**src/hdl/lps_pkg.sv**
```systemverilog
// Shared types and codes for the link pairing session block.
// Used by lps_step, lps_outq and link_pairing_session_fsm; depends on nothing.
package lps_pkg;

    // request commands
    localparam logic [3:0] CMD_CONNECT     = 4'd0;
    localparam logic [3:0] CMD_SIG_CHECK   = 4'd1;
    localparam logic [3:0] CMD_UID_DESCR   = 4'd2;
    localparam logic [3:0] CMD_OTHER_DESCR = 4'd3;
    localparam logic [3:0] CMD_PAIRED      = 4'd4;
    localparam logic [3:0] CMD_UNPAIRED    = 4'd5;
    localparam logic [3:0] CMD_PAIR_REQ    = 4'd6;
    localparam logic [3:0] CMD_LOGON_ACK   = 4'd7;
    localparam logic [3:0] CMD_LOGON       = 4'd8;
    localparam logic [3:0] CMD_LOGON_REJ   = 4'd9;
    localparam logic [3:0] CMD_OTHER_MSG   = 4'd10;
    localparam logic [3:0] CMD_DISCONNECT  = 4'd11;
    localparam logic [3:0] CMD_HOST_LOGON  = 4'd12;
    localparam logic [3:0] CMD_HOST_LOGOFF = 4'd13;

    // messages to send
    localparam logic [3:0] SEND_NONE        = 4'd0;
    localparam logic [3:0] SEND_ST_PAIRED   = 4'd1;
    localparam logic [3:0] SEND_ST_UNPAIRED = 4'd2;
    localparam logic [3:0] SEND_PAIR_REQ    = 4'd3;
    localparam logic [3:0] SEND_LOGON       = 4'd4;
    localparam logic [3:0] SEND_LOGOFF      = 4'd5;
    localparam logic [3:0] SEND_LOGON_REJ   = 4'd6;
    localparam logic [3:0] SEND_FORWARD     = 4'd7;
    localparam logic [3:0] SEND_STARTUP_SET = 4'd8;
    localparam logic [3:0] SEND_CLOSE       = 4'd9;

    // link states
    localparam logic [2:0] ST_STARTUP  = 3'd0;
    localparam logic [2:0] ST_NULL     = 3'd1;
    localparam logic [2:0] ST_UNPAIRED = 3'd2;
    localparam logic [2:0] ST_THEIR_RQ = 3'd3;
    localparam logic [2:0] ST_MY_RQ    = 3'd4;
    localparam logic [2:0] ST_PAIRED   = 3'd5;
    localparam logic [2:0] ST_CONTROL  = 3'd6;

    // host logon return codes
    localparam logic [2:0] HC_STARTED   = 3'd0;
    localparam logic [2:0] HC_ALREADY   = 3'd1;
    localparam logic [2:0] HC_OTHER     = 3'd2;
    localparam logic [2:0] HC_NOT_CONN  = 3'd3;
    localparam logic [2:0] HC_NOT_PAIRD = 3'd4;

    typedef struct packed {
        logic [3:0] command;
        logic       signature_ok;
        logic       uid_trusted;
        logic       user_accepts;
        logic       other_has_control;
        logic [7:0] node_number;
    } item_t;

    typedef struct packed {
        logic [2:0] session;
        logic       connected;
        logic       trust;
        logic       pending;
        logic [7:0] node;
    } sess_t;

    typedef struct packed {
        logic [3:0] send_kind;
        logic [2:0] link_state;
        logic       trusted;
        logic       controlling;
        logic [7:0] assigned_node;
        logic       store_trust;
        logic [2:0] host_code;
        logic       last;
    } res_t;

endpackage

```
**src/hdl/lps_step.sv**
```systemverilog
// Next-state and result logic for one request of the link pairing session.
// Purely combinational; depends on lps_pkg.
module lps_step
(
    input  lps_pkg::item_t item,
    input  lps_pkg::sess_t cur,
    output lps_pkg::sess_t nxt,
    output lps_pkg::res_t  res0,
    output lps_pkg::res_t  res1,
    output logic [1:0]     count
);

    function automatic lps_pkg::res_t mk(input logic [3:0] kind, input lps_pkg::sess_t s,
                                         input logic store, input logic [2:0] code);
        lps_pkg::res_t r;
        r.send_kind     = kind;
        r.link_state    = s.session;
        r.trusted       = s.trust;
        r.controlling   = (s.session == lps_pkg::ST_CONTROL);
        r.assigned_node = s.node;
        r.store_trust   = store;
        r.host_code     = code;
        r.last          = 1'b0;
        return r;
    endfunction

    lps_pkg::sess_t nx;
    lps_pkg::res_t  r0;
    lps_pkg::res_t  r1;
    logic [1:0]     n;
    logic           st;
    logic [2:0]     code;

    always_comb
    begin
        nx   = cur;
        n    = 2'd0;
        st   = 1'b0;
        code = lps_pkg::HC_STARTED;
        r0   = mk(lps_pkg::SEND_NONE, cur, 1'b0, lps_pkg::HC_STARTED);
        r1   = r0;

        if (item.command inside {[lps_pkg::CMD_SIG_CHECK:lps_pkg::CMD_OTHER_MSG]})
        begin
            if (!cur.connected)
            begin
                n = 2'd1;
            end
            else if (cur.session == lps_pkg::ST_STARTUP)
            begin
                if (item.command == lps_pkg::CMD_SIG_CHECK && item.signature_ok)
                begin
                    nx.session = lps_pkg::ST_NULL;
                    r0 = mk(lps_pkg::SEND_STARTUP_SET, nx, 1'b0, lps_pkg::HC_STARTED);
                end
                else
                begin
                    nx.session   = lps_pkg::ST_STARTUP;
                    nx.connected = 1'b0;
                    nx.pending   = 1'b0;
                    r0 = mk(lps_pkg::SEND_CLOSE, nx, 1'b0, lps_pkg::HC_STARTED);
                end
                n = 2'd1;
            end
            else
            begin
                case (item.command)
                    lps_pkg::CMD_UID_DESCR:
                    begin
                        nx.pending = 1'b0;
                        nx.trust   = item.uid_trusted;
                        nx.session = item.uid_trusted ? lps_pkg::ST_MY_RQ : lps_pkg::ST_UNPAIRED;
                        r0 = mk(item.uid_trusted ? lps_pkg::SEND_ST_PAIRED
                                                 : lps_pkg::SEND_ST_UNPAIRED,
                                nx, 1'b0, lps_pkg::HC_STARTED);
                        n = 2'd1;
                    end
                    lps_pkg::CMD_PAIRED:
                    begin
                        if (cur.session == lps_pkg::ST_MY_RQ || cur.session == lps_pkg::ST_PAIRED)
                        begin
                            if (cur.session == lps_pkg::ST_MY_RQ)
                            begin
                                nx.session = lps_pkg::ST_PAIRED;
                                st         = !cur.trust;
                                nx.trust   = 1'b1;
                            end
                            if (item.other_has_control)
                            begin
                                nx.pending = 1'b0;
                                r0 = mk(lps_pkg::SEND_LOGOFF, nx, st, lps_pkg::HC_STARTED);
                                n  = 2'd1;
                            end
                            else
                            begin
                                nx.pending = 1'b1;
                                if (st)
                                begin
                                    r0 = mk(lps_pkg::SEND_NONE, nx, 1'b1, lps_pkg::HC_STARTED);
                                    n  = 2'd1;
                                end
                            end
                        end
                    end
                    lps_pkg::CMD_UNPAIRED:
                    begin
                        nx.session = lps_pkg::ST_UNPAIRED;
                        nx.trust   = 1'b0;
                        r0 = mk(lps_pkg::SEND_NONE, nx, cur.trust, lps_pkg::HC_STARTED);
                        n  = 2'd1;
                    end
                    lps_pkg::CMD_PAIR_REQ:
                    begin
                        if (cur.session == lps_pkg::ST_PAIRED)
                        begin
                            r0 = mk(lps_pkg::SEND_ST_PAIRED, nx, 1'b0, lps_pkg::HC_STARTED);
                            nx.pending = !item.other_has_control;
                            // logon itself comes from the trailing logon step
                            if (item.other_has_control)
                            begin
                                r1 = mk(lps_pkg::SEND_LOGOFF, nx, 1'b0, lps_pkg::HC_STARTED);
                                n  = 2'd2;
                            end
                            else
                            begin
                                n = 2'd1;
                            end
                        end
                        else if (cur.session == lps_pkg::ST_MY_RQ)
                        begin
                            r0 = mk(lps_pkg::SEND_ST_PAIRED, nx, 1'b0, lps_pkg::HC_STARTED);
                            n  = 2'd1;
                        end
                        else if (cur.session == lps_pkg::ST_UNPAIRED)
                        begin
                            nx.session = lps_pkg::ST_THEIR_RQ;
                            r0 = mk(lps_pkg::SEND_PAIR_REQ, nx, 1'b0, lps_pkg::HC_STARTED);
                            nx.session = item.user_accepts ? lps_pkg::ST_MY_RQ
                                                           : lps_pkg::ST_UNPAIRED;
                            r1 = mk(item.user_accepts ? lps_pkg::SEND_ST_PAIRED
                                                      : lps_pkg::SEND_ST_UNPAIRED,
                                    nx, 1'b0, lps_pkg::HC_STARTED);
                            n  = 2'd2;
                        end
                    end
                    default:
                    begin
                        if (cur.session == lps_pkg::ST_PAIRED)
                        begin
                            if (item.command == lps_pkg::CMD_LOGON_ACK)
                            begin
                                nx.node    = item.node_number;
                                nx.pending = 1'b0;
                                nx.session = lps_pkg::ST_CONTROL;
                            end
                            else if (item.command == lps_pkg::CMD_LOGON)
                            begin
                                r0 = mk(lps_pkg::SEND_LOGON_REJ, nx, 1'b0, lps_pkg::HC_STARTED);
                                n  = 2'd1;
                            end
                            else if (item.command == lps_pkg::CMD_LOGON_REJ)
                            begin
                                nx.pending = 1'b0;
                            end
                        end
                        else if (cur.session == lps_pkg::ST_CONTROL)
                        begin
                            if (item.command == lps_pkg::CMD_LOGON_REJ)
                            begin
                                nx.pending = 1'b0;
                                nx.session = lps_pkg::ST_PAIRED;
                            end
                            else if (item.command != lps_pkg::CMD_OTHER_DESCR)
                            begin
                                r0 = mk(lps_pkg::SEND_FORWARD, nx, 1'b0, lps_pkg::HC_STARTED);
                                n  = 2'd1;
                            end
                        end
                    end
                endcase

                // paired with a logon owed: append it if there is room
                if (nx.session == lps_pkg::ST_PAIRED && nx.pending && n != 2'd2)
                begin
                    if (n == 2'd0)
                        r0 = mk(lps_pkg::SEND_LOGON, nx, 1'b0, lps_pkg::HC_STARTED);
                    else
                        r1 = mk(lps_pkg::SEND_LOGON, nx, 1'b0, lps_pkg::HC_STARTED);
                    n = n + 2'd1;
                end
                if (n == 2'd0)
                begin
                    r0 = mk(lps_pkg::SEND_NONE, nx, 1'b0, lps_pkg::HC_STARTED);
                    n  = 2'd1;
                end
            end
        end
        else
        begin
            n = 2'd1;
            case (item.command)
                lps_pkg::CMD_CONNECT:
                begin
                    nx.session   = lps_pkg::ST_STARTUP;
                    nx.pending   = 1'b0;
                    nx.connected = 1'b1;
                    r0 = mk(lps_pkg::SEND_NONE, nx, 1'b0, lps_pkg::HC_STARTED);
                end
                lps_pkg::CMD_DISCONNECT:
                begin
                    nx.session   = lps_pkg::ST_STARTUP;
                    nx.connected = 1'b0;
                    nx.pending   = 1'b0;
                    r0 = mk(cur.connected ? lps_pkg::SEND_CLOSE : lps_pkg::SEND_NONE,
                            nx, 1'b0, lps_pkg::HC_STARTED);
                end
                lps_pkg::CMD_HOST_LOGON:
                begin
                    if (cur.session == lps_pkg::ST_CONTROL)
                        code = lps_pkg::HC_ALREADY;
                    else if (item.other_has_control)
                        code = lps_pkg::HC_OTHER;
                    else if (cur.session != lps_pkg::ST_PAIRED)
                        code = lps_pkg::HC_NOT_PAIRD;
                    else if (!cur.connected)
                        code = lps_pkg::HC_NOT_CONN;
                    else
                        code = lps_pkg::HC_STARTED;
                    if (code == lps_pkg::HC_STARTED)
                    begin
                        nx.pending = 1'b1;
                        r0 = mk(lps_pkg::SEND_LOGON, nx, 1'b0, lps_pkg::HC_STARTED);
                    end
                    else
                    begin
                        r0 = mk(lps_pkg::SEND_NONE, nx, 1'b0, code);
                    end
                end
                lps_pkg::CMD_HOST_LOGOFF:
                begin
                    if (cur.session == lps_pkg::ST_CONTROL)
                    begin
                        nx.pending = 1'b0;
                        nx.session = lps_pkg::ST_PAIRED;
                        r0 = mk(lps_pkg::SEND_LOGOFF, nx, 1'b0, lps_pkg::HC_STARTED);
                    end
                end
                default:
                begin
                    r0 = mk(lps_pkg::SEND_NONE, nx, 1'b0, lps_pkg::HC_STARTED);
                end
            endcase
        end

        r0.last = (n == 2'd1);
        r1.last = 1'b1;
    end

    assign nxt   = nx;
    assign res0  = r0;
    assign res1  = r1;
    assign count = n;

endmodule

```
**src/hdl/lps_outq.sv**
```systemverilog
// Two-entry result buffer: takes one or two results at once, drains one a cycle while out_ready is high.
// Depends on lps_pkg.
module lps_outq
(
    input  logic          clk,
    input  logic          rst_n,
    input  logic          load,
    input  logic [1:0]    load_cnt,
    input  lps_pkg::res_t load0,
    input  lps_pkg::res_t load1,
    output logic          can_load,
    output logic          out_valid,
    input  logic          out_ready,
    output lps_pkg::res_t head
);

    logic [1:0]    count_reg;
    logic [1:0]    count_next;
    lps_pkg::res_t e0_reg;
    lps_pkg::res_t e0_next;
    lps_pkg::res_t e1_reg;
    lps_pkg::res_t e1_next;
    logic          pop;

    assign out_valid = (count_reg != 2'd0);
    assign pop       = out_valid && out_ready;
    // room for a whole pair once the current head leaves
    assign can_load  = (count_reg == 2'd0) || (count_reg == 2'd1 && out_ready);
    assign head      = e0_reg;

    always_comb
    begin
        count_next = count_reg;
        e0_next    = e0_reg;
        e1_next    = e1_reg;
        if (load)
        begin
            count_next = load_cnt;
            e0_next    = load0;
            e1_next    = load1;
        end
        else if (pop)
        begin
            count_next = count_reg - 2'd1;
            e0_next    = e1_reg;
        end
    end

    always_ff @(posedge clk or negedge rst_n)
    begin
        if (!rst_n)
            count_reg <= 2'd0;
        else
            count_reg <= count_next;
    end

    always_ff @(posedge clk)
    begin
        e0_reg <= e0_next;
        e1_reg <= e1_next;
    end

endmodule

```
**src/hdl/link_pairing_session_fsm.sv**
```systemverilog
// Link pairing session machine: one request in, one or two results out.
// The request is registered first, then its results are loaded into the result buffer once it has room.
// Throughput: one request a cycle while out_ready is high and each request yields one result;
// a request that yields two holds up later requests until the first of the pair leaves.
// Reset (async, active low): startup, disconnected, untrusted, no logon owed,
// node 0, input and result buffers empty. Depends on lps_pkg, lps_step, lps_outq.
module link_pairing_session_fsm
(
    input  logic       clk,
    input  logic       rst_n,
    input  logic       in_valid,
    output logic       in_ready,
    input  logic [3:0] command,
    input  logic       signature_ok,
    input  logic       uid_trusted,
    input  logic       user_accepts,
    input  logic       other_has_control,
    input  logic [7:0] node_number,
    output logic       out_valid,
    input  logic       out_ready,
    output logic [3:0] send_kind,
    output logic [2:0] link_state,
    output logic       trusted,
    output logic       controlling,
    output logic [7:0] assigned_node,
    output logic       store_trust,
    output logic [2:0] host_code,
    output logic       last
);

    logic           in_valid_reg;
    logic           in_valid_next;
    lps_pkg::item_t in_reg;
    lps_pkg::sess_t sess_reg;
    lps_pkg::sess_t sess_next;
    lps_pkg::sess_t step_nxt;
    lps_pkg::res_t  res0;
    lps_pkg::res_t  res1;
    lps_pkg::res_t  head;
    logic [1:0]     res_cnt;
    logic           can_load;
    logic           commit;
    logic           take;

    assign commit   = in_valid_reg && can_load;
    assign in_ready = !in_valid_reg || can_load;
    assign take     = in_valid && in_ready;

    always_comb
    begin
        in_valid_next = in_valid_reg;
        if (take)
            in_valid_next = 1'b1;
        else if (commit)
            in_valid_next = 1'b0;
        sess_next = commit ? step_nxt : sess_reg;
    end

    always_ff @(posedge clk or negedge rst_n)
    begin
        if (!rst_n)
        begin
            in_valid_reg <= 1'b0;
            sess_reg     <= '0;
        end
        else
        begin
            in_valid_reg <= in_valid_next;
            sess_reg     <= sess_next;
        end
    end

    always_ff @(posedge clk)
    begin
        if (take)
        begin
            in_reg.command           <= command;
            in_reg.signature_ok      <= signature_ok;
            in_reg.uid_trusted       <= uid_trusted;
            in_reg.user_accepts      <= user_accepts;
            in_reg.other_has_control <= other_has_control;
            in_reg.node_number       <= node_number;
        end
    end

    lps_step u_step
    (
        .item  (in_reg),
        .cur   (sess_reg),
        .nxt   (step_nxt),
        .res0  (res0),
        .res1  (res1),
        .count (res_cnt)
    );

    lps_outq u_outq
    (
        .clk       (clk),
        .rst_n     (rst_n),
        .load      (commit),
        .load_cnt  (res_cnt),
        .load0     (res0),
        .load1     (res1),
        .can_load  (can_load),
        .out_valid (out_valid),
        .out_ready (out_ready),
        .head      (head)
    );

    assign send_kind     = head.send_kind;
    assign link_state    = head.link_state;
    assign trusted       = head.trusted;
    assign controlling   = head.controlling;
    assign assigned_node = head.assigned_node;
    assign store_trust   = head.store_trust;
    assign host_code     = head.host_code;
    assign last          = head.last;

    // a dropped link always sits in startup with no logon owed
    a_disconnected_idle : assert property (@(posedge clk) disable iff (!rst_n)
        !sess_reg.connected |-> (sess_reg.session == lps_pkg::ST_STARTUP && !sess_reg.pending))
        else $error("disconnected link not idle");

    a_commit_shows : assert property (@(posedge clk) disable iff (!rst_n)
        commit |=> out_valid)
        else $error("committed request produced no result");

    a_ctrl_flag : assert property (@(posedge clk) disable iff (!rst_n)
        out_valid |-> (controlling == (link_state == lps_pkg::ST_CONTROL)))
        else $error("control flag disagrees with link state");

    a_step_count : assert property (@(posedge clk) disable iff (!rst_n)
        in_valid_reg |-> (res_cnt == 2'd1 || res_cnt == 2'd2))
        else $error("request gives no result or too many");

endmodule

```
**config.mk**
```make
export PLATFORM = sky130hd
export DESIGN_NAME = link_pairing_session_fsm
export DESIGN_NICKNAME = d
export VERILOG_FILES = /design/src/hdl/lps_pkg.sv /design/src/hdl/lps_step.sv /design/src/hdl/lps_outq.sv /design/src/hdl/link_pairing_session_fsm.sv
export SDC_FILE = /design/constraint.sdc
export NUM_CORES = 1
export LEC_CHECK = 0
export ABC_AREA = 1
export BUFFER_PORTS_ARGS = -buffer_cell sky130_fd_sc_hd__buf_4
export CORE_MARGIN = 2
export CORE_UTILIZATION = 62
export CTS_BUF_LIST = sky130_fd_sc_hd__clkbuf_4 sky130_fd_sc_hd__clkbuf_8
export CTS_CLUSTER_DIAMETER = 40
export DETAILED_ROUTE_END_ITERATION = 7
export HOLD_SLACK_MARGIN = 0.05
export PLACE_DENSITY = 0.83
export REMOVE_ABC_BUFFERS = 1
export SLEW_MARGIN = 0
export SYNTH_ARGS = -nofsm -noshare
export SYNTH_HDL_FRONTEND = slang
export SYNTH_HIERARCHICAL = 1
export SYNTH_SLANG_ARGS = --single-unit
```
**constraint.sdc**
```tcl
create_clock -name clk -period 3.3 [get_ports clk]
set_clock_uncertainty 0.2 [all_clocks]
set_input_delay 0.66 -clock clk [delete_from_list [all_inputs] [get_ports clk]]
set_output_delay 0.66 -clock clk [all_outputs]
set_load 0.05 [all_outputs]
```
==> results.json <==
{
  "cp.arrival_ns": 3.05,
  "cp_max_fo": 8,
  "viasPerCell": 5.75,
  "rr_startpoint": "in_reg[14]$_DFFE_PP_",
  "holdPathEnd": "in_reg[9]$_DFFE_PP_",
  "clk_latency_ns": 0.35,
  "min_from": "user_accepts",
  "antennaDiodeCount": 0,
  "hold_class": "input pin to flop",
  "slew_viol_final": 0,
  "ctsHtreeMaxLevel": 3,
  "syn_area_um2": 4480,
  "async_reset_ff_frac": 0.221,
  "synth-edff-count": 60,
  "cp_cell_sequence": "inv_2, nor2_4, nand2_1, nand2_1, nor2_4, nand3_2, nand2_1, ha_1, inv_1, nand3_2, nor2_4, nand2_2, nand2_1, nand2_2, nand2_4, nand3_1, nand3_1, nand2_1, nand2_1, nand2_1, nand2_1",
  "reg2reg_to": "u_outq/head[15]$_DFFE_PP_",
  "first_iter_violations": 327,
  "route.antenna.remaining_nets": 0,
  "root_buffer": "clkbuf_8",
  "met2_usage": 0.454,
  "io_buffers": 43,
  "ir_drop_uv": 427,
  "place_inst": 655,
  "ys.warnings.count": 6,
  "route.detailed.drc": 0,
  "clkTransAtPathRegs_ns": 0.09,
  "rows": 30,
  "place_area_um2": 4810,
  "synthCells": 529,
  "ys_ff_latch": 77,
  "worstPathRequired_ns": 3.22,
  "die_width_um": 89.0,
  "first_global_vias": 3538,
  "area_growth_pct": 12.4,
  "busiest_layer": "met2",
  "fin_area_um2": 5040,
  "maxSlewHeadroom": 0.484,
  "grt_overflow": 0,
  "leakagePower_nw": 2.25,
  "status": "completed",
  "synth_top_area_cell": "edfxtp_1",
  "power.density_nw_per_um2": 912,
  "hold_depth": 1,
  "antenna_found_initial": 0,
  "fin_crit_sh": 0.948,
  "criticalPathCategory": "flop to flop",
  "drive_above_1_share": 0.208,
  "setup_violations": 0,
  "io_pins": 44,
  "gp_congestion": 1.04,
  "clk_path_buf_depth": 2,
  "grt_max_degree": 49,
  "grt_usage": 0.293,
  "cp_slowest_cell": "edfxtp_1",
  "cpMostUsedCell": "nand2_1",
  "grtUsageMet1": 0.403,
  "cts_sinks": 77,
  "drtPass1Iterations": 6,
  "rrSetupSlack_ns": 0.17,
  "syn_avg_cell_area_um2": 8.47,
  "drv_cap": 0,
  "die_y_um": 89.0,
  "final_cells": 673,
  "clock.fmax_mhz": 320,
  "wl_mm": 11.0,
  "synthTopCellsByArea": "edfxtp_1, nand2_1, dfrtp_1",
  "grt_pass1_wl_mm": 17.3,
  "nets": 596,
  "grt_util_met3": 0.0609,
  "rsz0062_at_grt": "no",
  "core_um2": 6910,
  "synth_ff_type": "edfxtp_1",
  "cpPeakStageDelay_ns": 0.50,
  "start_kind": "flop",
  "synth_top_area_frac": 0.402,
  "num_vias": 3871,
  "synthDistinctLibCells": 40,
  "dieArea_um2": 7920,
  "place_hpwl_mm": 8.15,
  "cts_tree": "yes",
  "fin_crit_ns": 3.13,
  "cts_made_buffers": 9,
  "worst_slew_pin_slew_ns": 0.774,
  "reg2reg_depth": 21,
  "wl_per_cell_um": 16.4,
  "start_util": 0.649,
  "hold_viol": 0,
  "endpoint_kind": "flop",
  "ys_seq_area_frac": 0.497
}
area by class of cell:
| cell class | count | area, µm² |
|---|---|---|
| timing repair buffer | 59 | 445 |
| clock inverter | 6 | 72.6 |
| fill | 528 | 1870 |
| inverter | 41 | 161 |
| sequential | 77 | 2230 |
| tap | 96 | 120 |
| clock buffer | 10 | 131 |
| multi-input combinational | 384 | 1880 |
per-layer routing:
layer	share of wire	wire, µm	vias up
met2	0.46	5010	231
met4	0.034	378	0
met5	0	0	-
met3	0.093	1030	39
met1	0.42	4590	1765
li1	-	-	1836
cell usage after synthesis, drive strengths merged (2+ instances only):
cell type    n
a31oi       19
edfxtp      60
dfrtp       17
nand3b       2
nand3       46
nand4        3
nor3         7
inv         40
nor4         2
conb         2
nor2        61
clkbuf       9
o21ai       27
ha           4
buf         22
nand2      192
a21oi        7
how the worst max path moves through the flow:
stage / slack [ns] / startpoint / endpoint
2_1_floorplan: -0.12 / u_outq/count_reg[0]$_DFFE_PN0P_ / u_outq/head[0]$_DFFE_PP_
3_3_place_gp: 0.31 / sess_reg[12]$_DFFE_PN0P_ / u_outq/head[15]$_DFFE_PP_
3_5_place_dp: 0.23 / in_reg[14]$_DFFE_PP_ / u_outq/head[15]$_DFFE_PP_
4_1_cts: 0.21 / in_reg[14]$_DFFE_PP_ / u_outq/head[15]$_DFFE_PP_
5_1_grt: 0.004 / in_reg[15]$_DFFE_PP_ / u_outq/head[15]$_DFFE_PP_
6_report: 0.17 / in_reg[14]$_DFFE_PP_ / u_outq/head[15]$_DFFE_PP_
cell families (layout without fill, tap and decap cells):
kind of cell / count (synthesis) / in the layout / synth area share
simple gates: 314 / 314 / 0.325
flops: 77 / 77 / 0.497
buf+inv: 72 / 116 / 0.0874
compound gates: 60 / 60 / 0.0779
fa+ha+maj: 4 / 4 / 0.0112
other cells: 2 / 6 / 0.00168
through the flow:
step	power, mW	worst slack, ns	TNS [ns]	hold WS [ns]	utilization
finish	4.59	0.173	0	0.274	0.729
global route	4.84	0.00434	0	0.263	0.729
detailed placement	3.84	0.231	0	0.281	0.697
floorplan	3.19	-0.118	-2.59	0.164	-
global placement	3.78	0.311	0	0.279	0.697
CTS	4.58	0.209	0	0.267	0.728
critical path: cells and delay by family, from the launching register on:
kind | cells | cell delay, ns
adder cells (fa/ha/maj) | 1 | 0.17
flip-flops | 1 | 0.50
AND/OR/NAND/NOR | 18 | 1.82
buffers and inverters | 2 | 0.20
power by group:
group / total (mW) / internal (mW) / switching [mW]
registers: 1.76 / 1.56 / 0.198
logic: 2.09 / 0.548 / 1.54
clock network: 0.740 / 0.364 / 0.376
total: 4.59 / 2.47 / 2.12
placed cells by master (no fill, tap or decap), types with 7 or more instances in the layout:
master,n
a31oi_1,19
buf_4,58
clkbuf_8,9
dfrtp_1,16
edfxtp_1,60
inv_1,33
nand2_1,168
nand2_2,16
nand2_4,7
nand3_1,42
nor2_1,52
nor2_4,7
nor3_1,7
o21ai_0,22
timing repair:
item	CTS	global route
gates resized for setup	0	1
setup buffers	0	1
hold buffers	1	0
endpoints found under the setup margin	0	1
endpoints found under the hold margin	17	0
(Power assumes the default switching activity.)
